### config.mk
export PLATFORM = sky130hd
export DESIGN_NAME = kwmh_heap_ram
export DESIGN_NICKNAME = d
export VERILOG_FILES = /design/src/rtl/kwmh_pkg.sv /design/src/rtl/kwmh_heap_ram.sv
export SDC_FILE = /design/constraint.sdc
export NUM_CORES = 1
export LEC_CHECK = 0
export BUFFER_PORTS_ARGS = -buffer_cell sky130_fd_sc_hd__buf_2
export CAP_MARGIN = 0
export CORE_ASPECT_RATIO = 1.1
export CORE_MARGIN = 5
export CORE_UTILIZATION = 30
export CTS_CLUSTER_DIAMETER = 50
export DETAILED_ROUTE_END_ITERATION = 10
export GPL_ROUTABILITY_DRIVEN = 0
export MAX_ROUTING_LAYER = met4
export PLACE_DENSITY_LB_ADDON = 0.25
export SLEW_MARGIN = 20
export SYNTH_ARGS = -nofsm -noshare
export SYNTH_HDL_FRONTEND = slang
export SYNTH_SLANG_ARGS = --single-unit
### constraint.sdc
create_clock -name clk -period 4 [get_ports clk]
set_input_delay 0.2 -clock clk [delete_from_list [all_inputs] [get_ports clk]]
set_output_delay 0.2 -clock clk [all_outputs]
set_load 0.02 [all_outputs]
### src/rtl/kwmh_pkg.sv
// Package for the k-way merge heap: command codes, entry type and defaults.
package kwmh_pkg;

  // Default number of merge ways, which is also the heap depth.
  localparam int KWMH_NUM_WAYS = 16;

  // Payload field widths.
  localparam int KEY_W   = 32;
  localparam int SRC_W   = 4;
  localparam int CMD_W   = 2;
  localparam int COUNT_W = 5;

  // Command codes.
  localparam logic [CMD_W-1:0] CMD_INSERT  = 2'd0;
  localparam logic [CMD_W-1:0] CMD_REPLACE = 2'd1;
  localparam logic [CMD_W-1:0] CMD_EXHAUST = 2'd2;

  // One heap slot: a signed key and the run it came from.
  typedef struct packed {
    logic signed [KEY_W-1:0] key;
    logic [SRC_W-1:0]        src;
  } entry_t;

endpackage

### src/rtl/kwmh_heap_ram.sv
// Heap storage: one write port and two registered read ports.
module kwmh_heap_ram
  import kwmh_pkg::*;
#(
  parameter int DEPTH = KWMH_NUM_WAYS,
  parameter int AW    = $clog2(DEPTH)
) (
  input  logic          clk,
  input  logic          we,
  input  logic [AW-1:0] waddr,
  input  entry_t        wdata,
  input  logic [AW-1:0] raddr_a,
  input  logic [AW-1:0] raddr_b,
  output entry_t        rdata_a,
  output entry_t        rdata_b
);

  entry_t mem [DEPTH];

  // Write port.
  always_ff @(posedge clk) begin
    if (we) begin
      mem[waddr] <= wdata;
    end
  end

  // Two read ports with registered data.
  always_ff @(posedge clk) begin
    rdata_a <= mem[raddr_a];
    rdata_b <= mem[raddr_b];
  end

endmodule

== After elaboration in Yosys (flattened, before gate mapping) ==
Memories as Yosys holds them, arrays and structs flattened. A register that Yosys moved wholly into a read port is not among the register bits.
Index checks and enable logic that the tools add are counted.
Operators by class
  muxes and demuxes: 2
Operator list (count)
  1-bit two-way mux: 2
Storage, ports and cells
  register bits after elaboration: 0
  memory bits (writable): 576
  bits of input ports: 50
  word-level logic and storage cells: 3
  memories: 1
Memories
  mem: words 16, width 36, read ports 2, clocked after Yosys merged registers in 2, write ports 1, line kwmh_heap_ram.sv:18  | entry_t mem [DEPTH];

== Logic depth before layout (Yosys ltp) ==
  word-level depth: 2
  gate-level depth with buffers: 6
  mapped depth without buffers: 3

== Worst setup path before layout ==
No wires, ideal clock.
  path kind: input -> register
  from: in waddr[2]
  to: mem mem[0][0] in the netlist's numbering (enable)
  setup time: 0.474 ns
  arrival time: 3.186 ns
  required time: 3.526 ns
  path slack: 0.339 ns
  stages on the path: 2
  path through: or3b_2 -> nor3_1
RTL lines
  from (decl): line kwmh_heap_ram.sv:10  | input logic [AW-1:0] waddr,
  to (decl): line kwmh_heap_ram.sv:18
No word-level cell before the write port.

== Final worst setup path ==
  from: in waddr[2]
  to: mem mem[11][15] in the netlist's numbering (enable)
No word-level cell before the write port.

==> results.md <==
- Initial core utilization: 0.301
- Final Hold Fails: 0
- Most common cell after layout, fill and taps aside: edfxtp_1
- CP Capture Type: flop
- Clock power frac: 0.469
- Core ar.: 0.0906 sq mm
- I/O pin count: 122
- Fin Setup TNS: 0 ns
- CTS tree: built
- Drt first pass iters: 5
- DRT iter0 DRCs: 1397
- Internal power: 13.0 mW
- Die Width: 297 microns
- RSZ-0062 raised after global routing: no
- FF-to-FF path depth: 3
- Residual DRC: 0
- RR Endpoint: rdata_a[35]
- Hold Startpoint: wdata[31]
- Maximum clock rate: 0.556 GHz
- Max Cap Viol: 0
- Part of the Yosys area used for sequential elements: 0.688
- Filler Cells Inserted: 8441
- Logic pwr share: 0.076
- Slew Limit Fails: 0
- Syn_nets: 1327
- Critical Path Fanout Max: 20
- CTS buffer count: 85
- Clock transition at the registers of the reported paths: 0.06 ns
- DIE AREA: 0.0969 sq mm
- Total Wirelength: 78900 microns
- DP HPWL: 45300 microns
- Synth Cell Area: 0.0272 sq mm
- Final Setup Violations: 0
- Hold Crit Class: primary input to flop
- Hold Crit Endpoint: mem[4][31]
- WL per Instance: 28.9 microns
- Nets: 1525
- Slew at the pin closest to its max-slew limit: 1.14 ns
- Ys Warns: 0
- RR Startpoint: mem[10][35]
- Antenna Nets Post-Route: 0
- Synth-to-layout area growth: 20.4%
- Reg2Reg Setup Slack: 2.45 ns
- Dpl ws: 1.55 ns
- Placed instance area: 0.0295 sq mm
- Synthesized flop and latch total: 648
- Worst hold path cell count: 1
- Leak Pwr: 10.7 nW
- Critical Path AT: 2.06 ns
- CP Class: primary input to flop
- Cell variety after synth: 17
- Slew HR: 0.239
- Synth Area per Inst: 21.3 sq um
- Final WS setup: 2.20 ns
- Final instance area: 0.0328 sq mm
- CTS H-tree depth: 3
- Worst-case clock buffer depth: 3
- All-Layer GR Usage: 0.166
- Layout cell share with drive strength beyond 1: 0.398
- Largest net degree at the start of global routing: 67
- Clock Latency Late Sink: 0.63 ns
- P_sw: 3.83 mW
- Final Skew: 0.0228 ns
- Die height: 326 microns
- Post-CTS Setup Inserts: 0
- Pwr per Cell Area: 513 mW/mm^2
- Root Buffer: clkbuf_16
- Port Buffer Count: 121
- # rows: 116
- Vias in the first global route: 15900
- Global-route wire length before repair: 114000 microns
- Reg power frac: 0.456
- Startpoint Class: primary input
- Vias per inst: 5.29
- Final Core Density: 0.362
- Crit path from: waddr[2]
- Vias: 14400
- Most frequent cells in the layout: edfxtp_1 (576), mux4_2 (288), a22oi_1 (144), buf_2 (117), clkbuf_16 (88)
- Run status: complete, no violations
- Antenna violations before repair: 3
- Clock sinks: 648
- CP required: 4.26 ns
- Gr ovfl total: 0
- Net Sw Frac: 0.227
- Min Tclk post-route: 1.80 ns
- Cells after Synth: 1277
- VDD IR max: 0.309 mV
- Period utilization: 0.450
- Tot Pwr: 16.8 mW
## state kept, by name, indices dropped and copies added (netlist names)
name     cells
rdata_b     36
mem        576
rdata_a     36
## cells in the mapped netlist
| cell type | n | area share |
|---|---|---|
| mux4_2 | 288 | 0.24 |
| buf_2 | 34 | 0.0062 |
| nand2_1 | 73 | 0.010 |
| a22oi_1 | 144 | 0.040 |
| nand3b_1 | 2 | 0.00055 |
| buf_1 | 6 | 0.00083 |
| nor3_1 | 4 | 0.00074 |
| clkbuf_1 | 40 | 0.0055 |
| edfxtp_1 | 576 | 0.64 |
| buf_6 | 14 | 0.0058 |
| nand2b_1 | 2 | 0.00046 |
| nor2_1 | 14 | 0.0019 |
| dfxtp_1 | 72 | 0.053 |
| nor2b_1 | 4 | 0.00092 |
| and2_1 | 2 | 0.00046 |
| nand3_1 | 1 | 0.00018 |
| or3b_2 | 1 | 0.00032 |
## cell type report
| class | instances | area (sq um) | share of cell area |
|---|---|---|---|
| clock buffer | 110 | 2310 | 0.0706 |
| multi-input combinational | 535 | 8150 | 0.249 |
| tap | 1180 | 1480 | 0.0450 |
| antenna | 4 | 10.0 | 0.000305 |
| timing repair buffer | 205 | 1470 | 0.0448 |
| sequential | 648 | 18700 | 0.571 |
| clock inverter | 49 | 634 | 0.0193 |
## power by group through the flow
stage	Clock, mW	Sequential (mW)	Combinational [mW]
global route	8.38	7.69	1.36
detailed placement	0	7.82	1.26
floorplan	0	7.89	0.656
CTS	8.08	7.68	1.30
finish	7.89	7.67	1.27
global placement	0	7.81	1.26
## logic make-up after synthesis
family | Yosys count | share of synthesized area
AOI/OAI and AO/OA | 144 | 0.0397
buffers and inverters | 94 | 0.0184
DFF | 648 | 0.688
muxes | 288 | 0.238
and+or+nand+nor | 103 | 0.0156
## routing by layer
metal,global-route usage,wire (microns)
met5,-,0
met4,0.0404,1470
met3,0.0283,4400
met2,0.267,38800
met1,0.223,34200
## how the worst max path moves through the flow
stage / cells after the start / endpoint / slack [ns]
after floorplan: 2 / mem[0][0] / 0.34
after global placement: 4 / mem[11][22] / 1.57
after detailed placement: 4 / mem[11][22] / 1.55
after CTS: 4 / mem[11][15] / 2.22
after global routing: 4 / mem[11][15] / 2.13
final: 4 / mem[11][15] / 2.20
## per-stage QoR
step	hold WS, ns	instances
final	0.0278	2731
after global routing	0.0219	2730
after CTS	0.000152	2727
after detailed placement	0.591	2533
after global placement	0.583	2533
after floorplan	0.299	1277
## critical path, stage by stage
cell	delay, ns
buf_2	0.12
nand3b_1	0.37
nor2_4	0.79
buf_4	0.52
## what timing repair did
item | 4_1_cts | 5_1_grt
resized for setup | 0 | 0
hold buffers | 35 | 0
endpoints found under the hold margin | 560 | 0
No activity file was read; power rests on OpenSTA's default activity.
